## src/hw/rtl/wtig_pkg.sv

```systemverilog
// Shared types, field widths and register codes for the window tile index generator.
package wtig_pkg;

  // Defaults for the top-level parameters
  localparam int DEF_MAX_GRID   = 1024;
  localparam int DEF_MAX_FRAMES = 256;
  localparam int DEF_INDEX_BITS = 24;
  localparam int DEF_MAX_WINDOW = 64;

  // Fixed widths of the input fields and the register
  localparam int FRAMES_W = 9;
  localparam int GRID_W   = 11;
  localparam int WSIZE_W  = 7;
  localparam int IN_DATA_W = 32;

  // Configuration port
  localparam int CFG_ADDR_W = 3;
  localparam int CFG_DATA_W = 32;
  localparam logic REG_WINDOW_SIZE = 1'b0;  // register index, paddr[2]
  localparam logic [WSIZE_W-1:0] WINDOW_SIZE_RESET = 7'd32;

  typedef enum logic {
    ACT_LOAD = 1'b0,
    ACT_STEP = 1'b1
  } action_t;

  typedef struct packed {
    logic window_end;
    logic span_end;
    logic overflow;
  } token_flags_t;

endpackage

```

## src/hw/rtl/wtig_walker.sv

```systemverilog
// Span state and window-order walk: one token per step, incremental address arithmetic.
module wtig_walker
  import wtig_pkg::*;
#(
  parameter int MAX_GRID   = DEF_MAX_GRID,
  parameter int MAX_FRAMES = DEF_MAX_FRAMES,
  parameter int INDEX_BITS = DEF_INDEX_BITS,
  parameter int MAX_WINDOW = DEF_MAX_WINDOW
) (
  input  logic                  clk,
  input  logic                  rst,
  input  logic                  load,
  input  logic                  step,
  input  logic                  new_batch,
  input  logic [FRAMES_W-1:0]   frames,
  input  logic [GRID_W-1:0]     grid_h,
  input  logic [GRID_W-1:0]     grid_w,
  input  logic [WSIZE_W-1:0]    window_size,
  output logic                  emit,
  output logic [INDEX_BITS-1:0] token_index,
  output logic [INDEX_BITS-1:0] window_pos,
  output token_flags_t          flags
);

  localparam int GB = $clog2(MAX_GRID + 1);
  localparam int FB = $clog2(MAX_FRAMES + 1);
  localparam int WB = $clog2(MAX_WINDOW + 1);
  localparam int BW = ((INDEX_BITS > 2 * GB) ? INDEX_BITS : 2 * GB) + 1;
  localparam int SB = ((GB > WB) ? GB : WB) + 1;

  logic                  active;
  logic                  batch_over;
  logic [WB-1:0]         ws;
  logic [GB-1:0]         span_w, span_h;
  logic [FB-1:0]         span_frames, frame_cnt;
  logic [GB-1:0]         cur_row, cur_col, row0, col0, row_lim, col_lim;
  logic [BW-1:0]         row_base, win_base;
  logic [INDEX_BITS-1:0] frame_base, span_base, token_count;
  logic [2*GB-1:0]       frame_size;

  // load-side geometry, clamped
  logic [31:0]   t32, h32, w32, ws32;
  logic [FB-1:0] ld_frames;
  logic [GB-1:0] ld_h, ld_w;
  logic [WB-1:0] ld_ws;
  logic [INDEX_BITS-1:0] ld_base;

  // step-side signals
  logic [BW-1:0]         idx_full;
  logic                  col_last, row_last, win_end, band_last, frame_end, span_done;
  logic [SB-1:0]         col_adv_sum, row_adv_sum;
  logic [GB-1:0]         col_lim_adv, row_lim_adv, first_col_lim, first_row_lim;
  logic [BW-1:0]         frame_sum, row_base_inc;
  logic [INDEX_BITS:0]   tc_sum;
  logic [INDEX_BITS-1:0] fb_wrap;
  logic                  fb_over;

  always_comb begin
    t32  = 32'(frames);
    h32  = 32'(grid_h);
    w32  = 32'(grid_w);
    ws32 = 32'(window_size);
    ld_frames = (t32 > MAX_FRAMES) ? FB'(MAX_FRAMES) : FB'(t32);
    ld_h      = (h32 > MAX_GRID) ? GB'(MAX_GRID) : GB'(h32);
    ld_w      = (w32 > MAX_GRID) ? GB'(MAX_GRID) : GB'(w32);
    if (ws32 == 32'd0) begin
      ld_ws = WB'(1);
    end else if (ws32 > MAX_WINDOW) begin
      ld_ws = WB'(MAX_WINDOW);
    end else begin
      ld_ws = WB'(ws32);
    end
    ld_base = new_batch ? '0 : span_base;
  end

  always_comb begin
    idx_full  = row_base + BW'(cur_col);
    col_last  = (GB'(cur_col + GB'(1)) == col_lim);
    row_last  = (GB'(cur_row + GB'(1)) == row_lim);
    win_end   = col_last && row_last;
    band_last = (col_lim == span_w);
    frame_end = win_end && band_last && (row_lim == span_h);
    span_done = frame_end && (FB'(frame_cnt + FB'(1)) == span_frames);

    col_adv_sum = SB'(col_lim) + SB'(ws);
    row_adv_sum = SB'(row_lim) + SB'(ws);
    col_lim_adv = (col_adv_sum > SB'(span_w)) ? span_w : GB'(col_adv_sum);
    row_lim_adv = (row_adv_sum > SB'(span_h)) ? span_h : GB'(row_adv_sum);
    first_col_lim = (SB'(ws) > SB'(span_w)) ? span_w : GB'(ws);
    first_row_lim = (SB'(ws) > SB'(span_h)) ? span_h : GB'(ws);

    row_base_inc = row_base + BW'(span_w);
    frame_sum    = BW'(frame_base) + BW'(frame_size);
    fb_wrap      = frame_sum[INDEX_BITS-1:0];
    fb_over      = (frame_sum[BW-1:INDEX_BITS] != '0);
    tc_sum       = {1'b0, token_count} + {{INDEX_BITS{1'b0}}, 1'b1};

    emit        = step && active;
    token_index = idx_full[INDEX_BITS-1:0];
    window_pos  = token_count;
    flags.window_end = win_end;
    flags.span_end   = span_done;
    flags.overflow   = batch_over || (idx_full[BW-1:INDEX_BITS] != '0);
  end

  always_ff @(posedge clk) begin
    if (rst) begin
      active      <= 1'b0;
      batch_over  <= 1'b0;
      ws          <= '0;
      span_w      <= '0;
      span_h      <= '0;
      span_frames <= '0;
      frame_cnt   <= '0;
      cur_row     <= '0;
      cur_col     <= '0;
      row0        <= '0;
      col0        <= '0;
      row_lim     <= '0;
      col_lim     <= '0;
      row_base    <= '0;
      win_base    <= '0;
      frame_base  <= '0;
      span_base   <= '0;
      token_count <= '0;
      frame_size  <= '0;
    end else if (load) begin
      if (new_batch) begin
        span_base   <= '0;
        token_count <= '0;
        batch_over  <= 1'b0;
      end
      ws          <= ld_ws;
      span_w      <= ld_w;
      span_h      <= ld_h;
      span_frames <= ld_frames;
      frame_size  <= (2*GB)'(ld_h) * (2*GB)'(ld_w);
      frame_cnt   <= '0;
      cur_row     <= '0;
      cur_col     <= '0;
      row0        <= '0;
      col0        <= '0;
      col_lim     <= (SB'(ld_ws) > SB'(ld_w)) ? ld_w : GB'(ld_ws);
      row_lim     <= (SB'(ld_ws) > SB'(ld_h)) ? ld_h : GB'(ld_ws);
      frame_base  <= ld_base;
      row_base    <= BW'(ld_base);
      win_base    <= BW'(ld_base);
      active      <= (ld_frames != '0) && (ld_h != '0) && (ld_w != '0);
    end else if (emit) begin
      token_count <= tc_sum[INDEX_BITS-1:0];
      if (tc_sum[INDEX_BITS] || (frame_end && fb_over)) begin
        batch_over <= 1'b1;
      end
      if (!col_last) begin
        cur_col <= GB'(cur_col + GB'(1));
      end else if (!row_last) begin
        // next row inside the same window
        cur_col  <= col0;
        cur_row  <= GB'(cur_row + GB'(1));
        row_base <= row_base_inc;
      end else if (!band_last) begin
        // next window to the right, back to the window's top row
        col0     <= col_lim;
        cur_col  <= col_lim;
        col_lim  <= col_lim_adv;
        cur_row  <= row0;
        row_base <= win_base;
      end else if (!frame_end) begin
        // next band of windows
        row0     <= row_lim;
        cur_row  <= row_lim;
        row_lim  <= row_lim_adv;
        col0     <= '0;
        cur_col  <= '0;
        col_lim  <= first_col_lim;
        row_base <= row_base_inc;
        win_base <= row_base_inc;
      end else begin
        // next frame
        row0       <= '0;
        cur_row    <= '0;
        col0       <= '0;
        cur_col    <= '0;
        row_lim    <= first_row_lim;
        col_lim    <= first_col_lim;
        frame_base <= fb_wrap;
        row_base   <= BW'(fb_wrap);
        win_base   <= BW'(fb_wrap);
        if (span_done) begin
          frame_cnt <= '0;
          active    <= 1'b0;
          span_base <= fb_wrap;
        end else begin
          frame_cnt <= FB'(frame_cnt + FB'(1));
        end
      end
    end
  end

  a_col_in_window: assert property (@(posedge clk) disable iff (rst)
    active |-> (cur_col < col_lim) && (cur_col >= col0))
    else $error("column left its window");

  a_row_in_window: assert property (@(posedge clk) disable iff (rst)
    active |-> (cur_row < row_lim) && (cur_row >= row0))
    else $error("row left its window");

  a_window_width: assert property (@(posedge clk) disable iff (rst)
    active |-> (32'(col_lim) - 32'(col0)) <= 32'(ws))
    else $error("window wider than its side");

  a_span_closes: assert property (@(posedge clk) disable iff (rst)
    (emit && flags.span_end) |=> !active)
    else $error("span still pending after its last token");

  a_span_end_is_window_end: assert property (@(posedge clk) disable iff (rst)
    (emit && flags.span_end) |-> flags.window_end)
    else $error("span ended inside a window");

endmodule

```

## src/hw/rtl/window_tile_index_generator.sv

```systemverilog
// Top level: stream channels, configuration register and result register around the walker.
//
//  channel  | direction | handshake        | content
//  ---------+-----------+------------------+----------------------------------------------
//  s_*      | in        | s_tvalid/tready  | tuser=action, tdata=new_batch,frames,grid_h,grid_w
//  m_*      | out       | m_tvalid/tready  | tdata=token_index,window_pos,window_end,overflow;
//           |           |                  | tlast=span_end
//  apb      | in        | psel/penable     | window_size at byte address 0
//
// One transaction per cycle in each direction; a step leaves its token in the result
// register in the cycle after it is accepted. Loads and idle steps produce nothing.
// rst is synchronous and clears all span state; window_size returns to 32.
// While a token waits with m_tready low, s_tready drops and the input holds.
module window_tile_index_generator
  import wtig_pkg::*;
#(
  parameter int MAX_GRID   = DEF_MAX_GRID,
  parameter int MAX_FRAMES = DEF_MAX_FRAMES,
  parameter int INDEX_BITS = DEF_INDEX_BITS,
  parameter int MAX_WINDOW = DEF_MAX_WINDOW,
  localparam int OUT_DATA_W = ((2 * INDEX_BITS + 2 + 7) / 8) * 8
) (
  input  logic                  clk,
  input  logic                  rst,
  input  logic                  s_tvalid,
  output logic                  s_tready,
  input  logic [IN_DATA_W-1:0]  s_tdata,   // new_batch, frames[8:0], grid_h[10:0], grid_w[10:0]
  input  logic                  s_tuser,   // action
  output logic                  m_tvalid,
  input  logic                  m_tready,
  output logic [OUT_DATA_W-1:0] m_tdata,   // token_index, window_pos, window_end, overflow
  output logic                  m_tlast,   // span_end
  input  logic                  psel,
  input  logic                  penable,
  input  logic                  pwrite,
  input  logic [CFG_ADDR_W-1:0] paddr,
  input  logic [CFG_DATA_W-1:0] pwdata,
  output logic [CFG_DATA_W-1:0] prdata,
  output logic                  pready
);

  logic                  in_accept;
  logic                  load, step;
  logic [WSIZE_W-1:0]    window_size;
  logic                  emit;
  logic [INDEX_BITS-1:0] token_index, window_pos;
  token_flags_t          flags;

  assign s_tready  = !m_tvalid || m_tready;
  assign in_accept = s_tvalid && s_tready;
  assign load = in_accept && (action_t'(s_tuser) == ACT_LOAD);
  assign step = in_accept && (action_t'(s_tuser) == ACT_STEP);

  assign pready = 1'b1;
  assign prdata = (paddr[2] == REG_WINDOW_SIZE) ? CFG_DATA_W'(window_size) : '0;

  always_ff @(posedge clk) begin
    if (rst) begin
      window_size <= WINDOW_SIZE_RESET;
    end else if (psel && penable && pwrite && pready && (paddr[2] == REG_WINDOW_SIZE)) begin
      window_size <= pwdata[WSIZE_W-1:0];
    end
  end

  wtig_walker #(
    .MAX_GRID   (MAX_GRID),
    .MAX_FRAMES (MAX_FRAMES),
    .INDEX_BITS (INDEX_BITS),
    .MAX_WINDOW (MAX_WINDOW)
  ) u_walker (
    .clk         (clk),
    .rst         (rst),
    .load        (load),
    .step        (step),
    .new_batch   (s_tdata[0]),
    .frames      (s_tdata[FRAMES_W:1]),
    .grid_h      (s_tdata[FRAMES_W+GRID_W:FRAMES_W+1]),
    .grid_w      (s_tdata[FRAMES_W+2*GRID_W:FRAMES_W+GRID_W+1]),
    .window_size (window_size),
    .emit        (emit),
    .token_index (token_index),
    .window_pos  (window_pos),
    .flags       (flags)
  );

  // result register: fill on emit, drain when taken
  always_ff @(posedge clk) begin
    if (rst) begin
      m_tvalid <= 1'b0;
    end else if (emit) begin
      m_tvalid <= 1'b1;
    end else if (m_tready) begin
      m_tvalid <= 1'b0;
    end
  end

  always_ff @(posedge clk) begin
    if (emit) begin
      m_tdata <= OUT_DATA_W'({flags.overflow, flags.window_end, window_pos, token_index});
      m_tlast <= flags.span_end;
    end
  end

endmodule
```

## config.mk

```make
export PLATFORM = sky130hd
export DESIGN_NAME = window_tile_index_generator
export DESIGN_NICKNAME = d
export VERILOG_FILES = /design/src/hw/rtl/wtig_pkg.sv /design/src/hw/rtl/wtig_walker.sv /design/src/hw/rtl/window_tile_index_generator.sv
export SDC_FILE = /design/constraint.sdc
export NUM_CORES = 1
export LEC_CHECK = 0
export BUFFER_PORTS_ARGS = -buffer_cell sky130_fd_sc_hd__buf_2
export CAP_MARGIN = 10
export CELL_PAD_IN_SITES_DETAIL_PLACEMENT = 0
export CELL_PAD_IN_SITES_GLOBAL_PLACEMENT = 1
export CORE_MARGIN = 1.5
export CORE_UTILIZATION = 47
export CTS_BUF_LIST = sky130_fd_sc_hd__clkbuf_4 sky130_fd_sc_hd__clkbuf_8 sky130_fd_sc_hd__clkbuf_16
export CTS_CLUSTER_SIZE = 28
export DETAILED_ROUTE_END_ITERATION = 10
export GPL_ROUTABILITY_DRIVEN = 1
export GPL_TIMING_DRIVEN = 0
export PLACE_DENSITY = 0.94
export SLEW_MARGIN = 20
export SYNTH_ARGS = -nofsm -noshare
export SYNTH_HDL_FRONTEND = slang
export SYNTH_SLANG_ARGS = --single-unit
```

## constraint.sdc

```tcl
create_clock -name clk -period 7.23 [get_ports clk]
set_input_delay 0 -clock clk [delete_from_list [all_inputs] [get_ports clk]]
set_output_delay 0 -clock clk [all_outputs]
set_load 0.02 [all_outputs]
```

# After elaboration in Yosys (flattened, before gate mapping)
# Cells that the tools add are included.
# op_classes
add_sub_neg	9
mul	1
order_cmp	10
n_eq_ne	6
muxes	70
bitwise	2
reduce_logical	41
# ops
cell	n
24-bit 2-to-1 mux	24
11-bit 2-to-1 mux	25
25-bit 2-to-1 mux	3
25-bit by 11-bit adder with 25-bit output	2
11-bit == test	4
7-bit by 11-bit > comparator with 1-bit output	4
24-bit by 1-bit adder with 25-bit output, second input constant	1
24-bit by 22-bit adder with 25-bit output	1
11-bit by 7-bit adder with 12-bit output	2
12-bit by 11-bit > comparator with 1-bit output	2
11-bit by 1-bit adder with 11-bit output, second input constant	2
11-bit > comparator, second input constant	2
11-bit by 11-bit multiplier with 22-bit output	1
11-bit nonzero test	2
7-bit 2-to-1 mux	3
9-bit 2-to-1 mux	2
2-bit nonzero test	8
1-bit logical AND	14
1-bit 2-to-1 mux	13
5-bit AND reduction	2
9-bit by 1-bit adder with 9-bit output, second input constant	1
9-bit == test	1
9-bit > comparator, second input constant	1
3-bit AND reduction	3
11 further kinds	16
# totals
regBits	318
inputBits	75

# Depth between registers and ports, before layout
# logic_depth
word_depth	13
ltp_mapped	24

# Hierarchy
# Synthesis repeated with hierarchy kept, for this count alone.
# unflattened
cells_unflattened	2937
hier_area_um2	23782.8
# by_module_without_submodules
module	instances	cells_per_inst	area_each_um2
wtig_walker	1	2808	21574.4
window_tile_index_generator	1	129	2208.4

# Least setup slack after synthesis
# OpenSTA, ideal clock, no wires.
# synth_timing
path_type	input port to flip-flop
startpoint	in s_tdata[20]
endpoint	reg u_walker.frame_size[21]
setup_ps	117
arrival_time_ps	5341
slack_ps	1773
cell_stages	20
n_path_buf	1
cell_sequence	clkbuf_1 -> clkinv_1 -> nand2_1 -> inv_1 -> and2_1 -> fa_1 -> inv_1 -> fa_1 -> fa_1 -> fa_1 -> fa_1 -> inv_1 -> ha_1 -> or3_1 -> o211a_1 -> nor3_1 -> o31ai_1 -> a21oi_1 -> xnor2_1 -> a22o_1
# synth_between
elab_chain_cells	3
# synth_lines
item	line_no	text
start: declaration	window_tile_index_generator.sv:27	input logic [IN_DATA_W-1:0] s_tdata,
11-bit > comparator	wtig_walker.sv:64	ld_h = (h32 > MAX_GRID) ? GB'(MAX_GRID) : GB'(h32);
11-bit 2-to-1 mux	wtig_walker.sv:64	
net u_walker.ld_h[0]	wtig_walker.sv:44	logic [GB-1:0] ld_h, ld_w;
11-bit by 11-bit multiplier with 22-bit output	wtig_walker.sv:137	frame_size <= (2*GB)'(ld_h) * (2*GB)'(ld_w);
end signal: assignment	wtig_walker.sv:137	
end: declaration	wtig_walker.sv:39	logic [2*GB-1:0] frame_size;
# The timed path passes the listed nets, and every way through them passes these cells.
# A chain may end at the register's enable or synchronous reset.

# Worst setup path after layout
# layout_timing
startpoint	in s_tdata[31]
endpoint	reg u_walker.frame_size[19]
# layout_between
elab_chain_cells	3
# layout_lines
item	line_no	text
11-bit > comparator	wtig_walker.sv:65	ld_w = (w32 > MAX_GRID) ? GB'(MAX_GRID) : GB'(w32);
11-bit 2-to-1 mux *	wtig_walker.sv:65	
11-bit by 11-bit multiplier with 22-bit output *	wtig_walker.sv:137	
# Mark *: on every way between the ends. The rest lies on a longest branch, timed or not.

==> reports/metrics.yaml <==
syn2layout_area_growth_pct: 13.7
finalHoldViolCount: 0
cpMostUsedCell: "sky130_fd_sc_hd__fa_1"
ff2ff_setup_slack_ns: 2.16
gp_congestion: 1.05
post-dp-hpwl_mm: 68.6
numClockSinks: 318
cp_slowest_stage_delay_ns: 0.64
power.density_cell_area_nw_per_um2: 191
cp_max_fo: 9
mean_syn_cell_area_sq_um: 8.15
post_drt_wl_per_cell_um: 23.3
cts.repair_timing.setup_buffer_count: 0
post_synth_inst_count: 2940
net-switching-power_mw: 1.70
min_period_over_period: 0.900
worst_setup_path_start_kind: "primary input"
yosys_most_used_dff: "sky130_fd_sc_hd__dfxtp_1"
post_cts_resize_count: 0
asyncSetResetFlopFracSynth: 0
setup_viol: 0
tritoncts.num_buffers: 38
grt_pass1_wl_mm: 133
route.final.wire_length_mm: 89.8
cts.root.buffer_cell: "sky130_fd_sc_hd__clkbuf_16"
finalClockSkew_ns: 0.0231
edff_count_synth: 51
vias_in_the_first_global_route: 22097
io-pin-count: 167
crit_required_ns: 7.66
drt-pass1-iter-count: 6
initialDrtViolationCount: 2491
setup.worst_path.class: "in -> reg"
utilization: 0.542
layout_commonest_cell: "sky130_fd_sc_hd__nand2_1"
power_mw: 5.20
synth_top_cell_by_area: "sky130_fd_sc_hd__dfxtp_1"
routed_via_density: 6.12
antenna_violating_nets_post_route: 0
switching_power_as_a_share_of_total_power: 0.328
slew_viol_final: 0
total_leakage_power_nw: 11.2
timing.critical_path.to_type: "register"
cts-hold-fix-buffers: 38
synthesis.area_sq_um: 24000
achievable-frequency_mhz: 154
grt.overflow.total: 0
post_synth_cell_types: 98
post_synth_main_area_contributors: "sky130_fd_sc_hd__dfxtp_1 22%, sky130_fd_sc_hd__ha_1 9.0%, sky130_fd_sc_hd__fa_1 7.1%"
grt_start_max_net_pins: 51
p_comb_frac: 0.220
chipHeight_um: 229
hold_class: "in -> reg"
design.final.nets: 3487
whs_ns: 0.0524
cts.clk_slew.worst_paths_ns: 0.06
grt_antenna_before_repair: 1
flops_latches_synth: 318
period_minus_slack_ns: 6.51
worst_r2r_startpoint: "u_walker.ws[0]"
run_status: "complete, no violations"
ff2ff_path_depth: 18
ys_warn_count: 0
fp-row-count: 82
synthDominantCellAreaShare: 0.223
cpMaxStageDelayCell: "sky130_fd_sc_hd__nor2b_1"
synth-seq-area-share: 0.287
floorplan.initialDensity: 0.477
worst_ir_drop_vdd_mv: 0.131
design.die.area_sq_um: 52400
port-buffer-count: 106
clk_path_buf_depth: 3
h-tree-depth: 2
final.setup.tns_ns: 0
grt_setup_unrepaired: "false"
worstReg2RegEnd: "u_walker.row_lim[6]"
detailroute.via_count: 23593
grt.total_usage: 0.333
min-delay-start: "rst"
drv.max_cap_violation_count: 0
drive_above_1_share: 0.0926
internal-power_mw: 3.50
tritoncts: "built"
mostFrequentLayoutCells: "332 x sky130_fd_sc_hd__nand2_1, 276 x sky130_fd_sc_hd__nor2_1, 267 x sky130_fd_sc_hd__dfxtp_1"
seq_power_share: 0.368
drt_drc_violations_left: 0
worstPathCellList: "dlygate4sd3_1, buf_2, nor2b_1, clkinv_1, nor2_1, fa_1, inv_1, fa_1, fa_1, fa_1, fa_1, inv_1, ha_1, or3_1, o211a_1, nor3_1, o31ai_1, a21oi_1, xor2_1, a211oi_1"
min_to: "u_walker.span_base[10]"
worst_slew_margin_rel: 0.197
worst_pin_slew_ns: 1.20
whs_path_depth: 4
arr_time_crit_path_ns: 6.94
chipWidth_um: 229
core_sq_um: 50300
clock_power_share: 0.412
clk_latency_ns: 0.60
-- cell usage after synthesis, types with 32 or more instances --
master / count
sky130_fd_sc_hd__edfxtp_1: 51
sky130_fd_sc_hd__nand3_1: 99
sky130_fd_sc_hd__nor2_1: 278
sky130_fd_sc_hd__nor3_1: 59
sky130_fd_sc_hd__clkbuf_1: 108
sky130_fd_sc_hd__a21oi_1: 243
sky130_fd_sc_hd__nor2b_1: 60
sky130_fd_sc_hd__ha_1: 172
sky130_fd_sc_hd__nand2_1: 332
sky130_fd_sc_hd__dfxtp_1: 267
sky130_fd_sc_hd__a211oi_1: 35
sky130_fd_sc_hd__xor2_1: 74
sky130_fd_sc_hd__a21o_1: 37
sky130_fd_sc_hd__buf_4: 38
sky130_fd_sc_hd__inv_1: 180
sky130_fd_sc_hd__xnor2_1: 95
sky130_fd_sc_hd__o21ai_0: 156
sky130_fd_sc_hd__and3_1: 32
sky130_fd_sc_hd__fa_1: 85
-- registers in the layout (all words and copies together), names as in the netlist, 7 cells and up --
signal,count
u_walker.col_lim,11
u_walker.span_base,24
u_walker.frame_base,24
u_walker.row0,11
u_walker.col0,11
u_walker.ws,7
u_walker.cur_row,11
window_size,7
u_walker.frame_size,22
u_walker.span_frames,9
u_walker.frame_cnt,9
u_walker.row_base,25
u_walker.cur_col,11
u_walker.row_lim,11
u_walker.span_w,11
u_walker.window_pos,24
u_walker.win_base,25
u_walker.span_h,11
m_tdata,50
-- power by group through the flow --
stage | Combinational [mW] | Sequential, mW | Clock (mW)
after floorplan | 0.754 | 1.92 | 0
after global placement | 1.07 | 1.95 | 0
after detailed placement | 1.10 | 1.95 | 0
after CTS | 1.12 | 1.91 | 2.15
after global routing | 1.23 | 1.91 | 2.23
final | 1.14 | 1.91 | 2.15
-- cell families (layout without fill, tap and decap cells) --
logic type,Yosys count,after routing,share of synthesized area
AO/OA/AOI/OAI,756,756,0.205
XOR/XNOR,169,169,0.0617
adder cells (fa/ha/maj),257,257,0.161
buffers and inverters,369,584,0.0660
flip-flops,318,318,0.287
multiplexers,21,21,0.00887
other,2,33,0.000313
AND/OR/NAND/NOR,1048,1048,0.210
-- through the flow --
step	std cells	area, sq um	setup slack (ns)
6_report	3858	27300	0.721
3_5_place_dp	3749	25500	0.603
3_3_place_gp	3748	25500	0.700
2_1_floorplan	2970	24100	1.77
4_1_cts	3857	27300	0.842
5_1_grt	3857	27300	0.550
-- metal layers --
metal,vias up,global-route usage,wire length [um]
li1,10715,-,-
met1,11369,0.439,37100
met2,1265,0.531,39900
met3,244,0.0565,8190
met4,0,0.154,4560
met5,-,0,0
-- critical path: cells and delay by family --
kind | cells | cell delay [ns]
buffers and inverters | 5 | 1.38
adder cells (fa/ha/maj) | 6 | 2.72
AO/OA/AOI/OAI | 4 | 0.71
XOR/XNOR | 1 | 0.37
AND/OR/NAND/NOR | 4 | 1.74
-- worst max-delay path by stage --
stage / startpoint / endpoint / slack (ns) / cells past startpoint
2_1_floorplan: s_tdata[20] / u_walker.frame_size[21] / 1.77 / 20
3_3_place_gp: s_tdata[20] / u_walker.frame_size[19] / 0.70 / 20
3_5_place_dp: s_tdata[20] / u_walker.frame_size[19] / 0.60 / 20
4_1_cts: s_tdata[31] / u_walker.frame_size[19] / 0.84 / 20
5_1_grt: s_tdata[31] / u_walker.frame_size[19] / 0.55 / 20
6_report: s_tdata[31] / u_walker.frame_size[19] / 0.72 / 20
-- cell type report --
type,count,area [sq um]
clock buffers,47,1050
well taps,672,841
fillers,4692,23000
multi-input cells,2283,15600
diodes,1,2.50
plain buffers,184,892
inverters,185,694
clock inverters,23,334
repair buffers,145,938
flip-flops and latches,318,6880
Power figures use the tool's default switching activity.
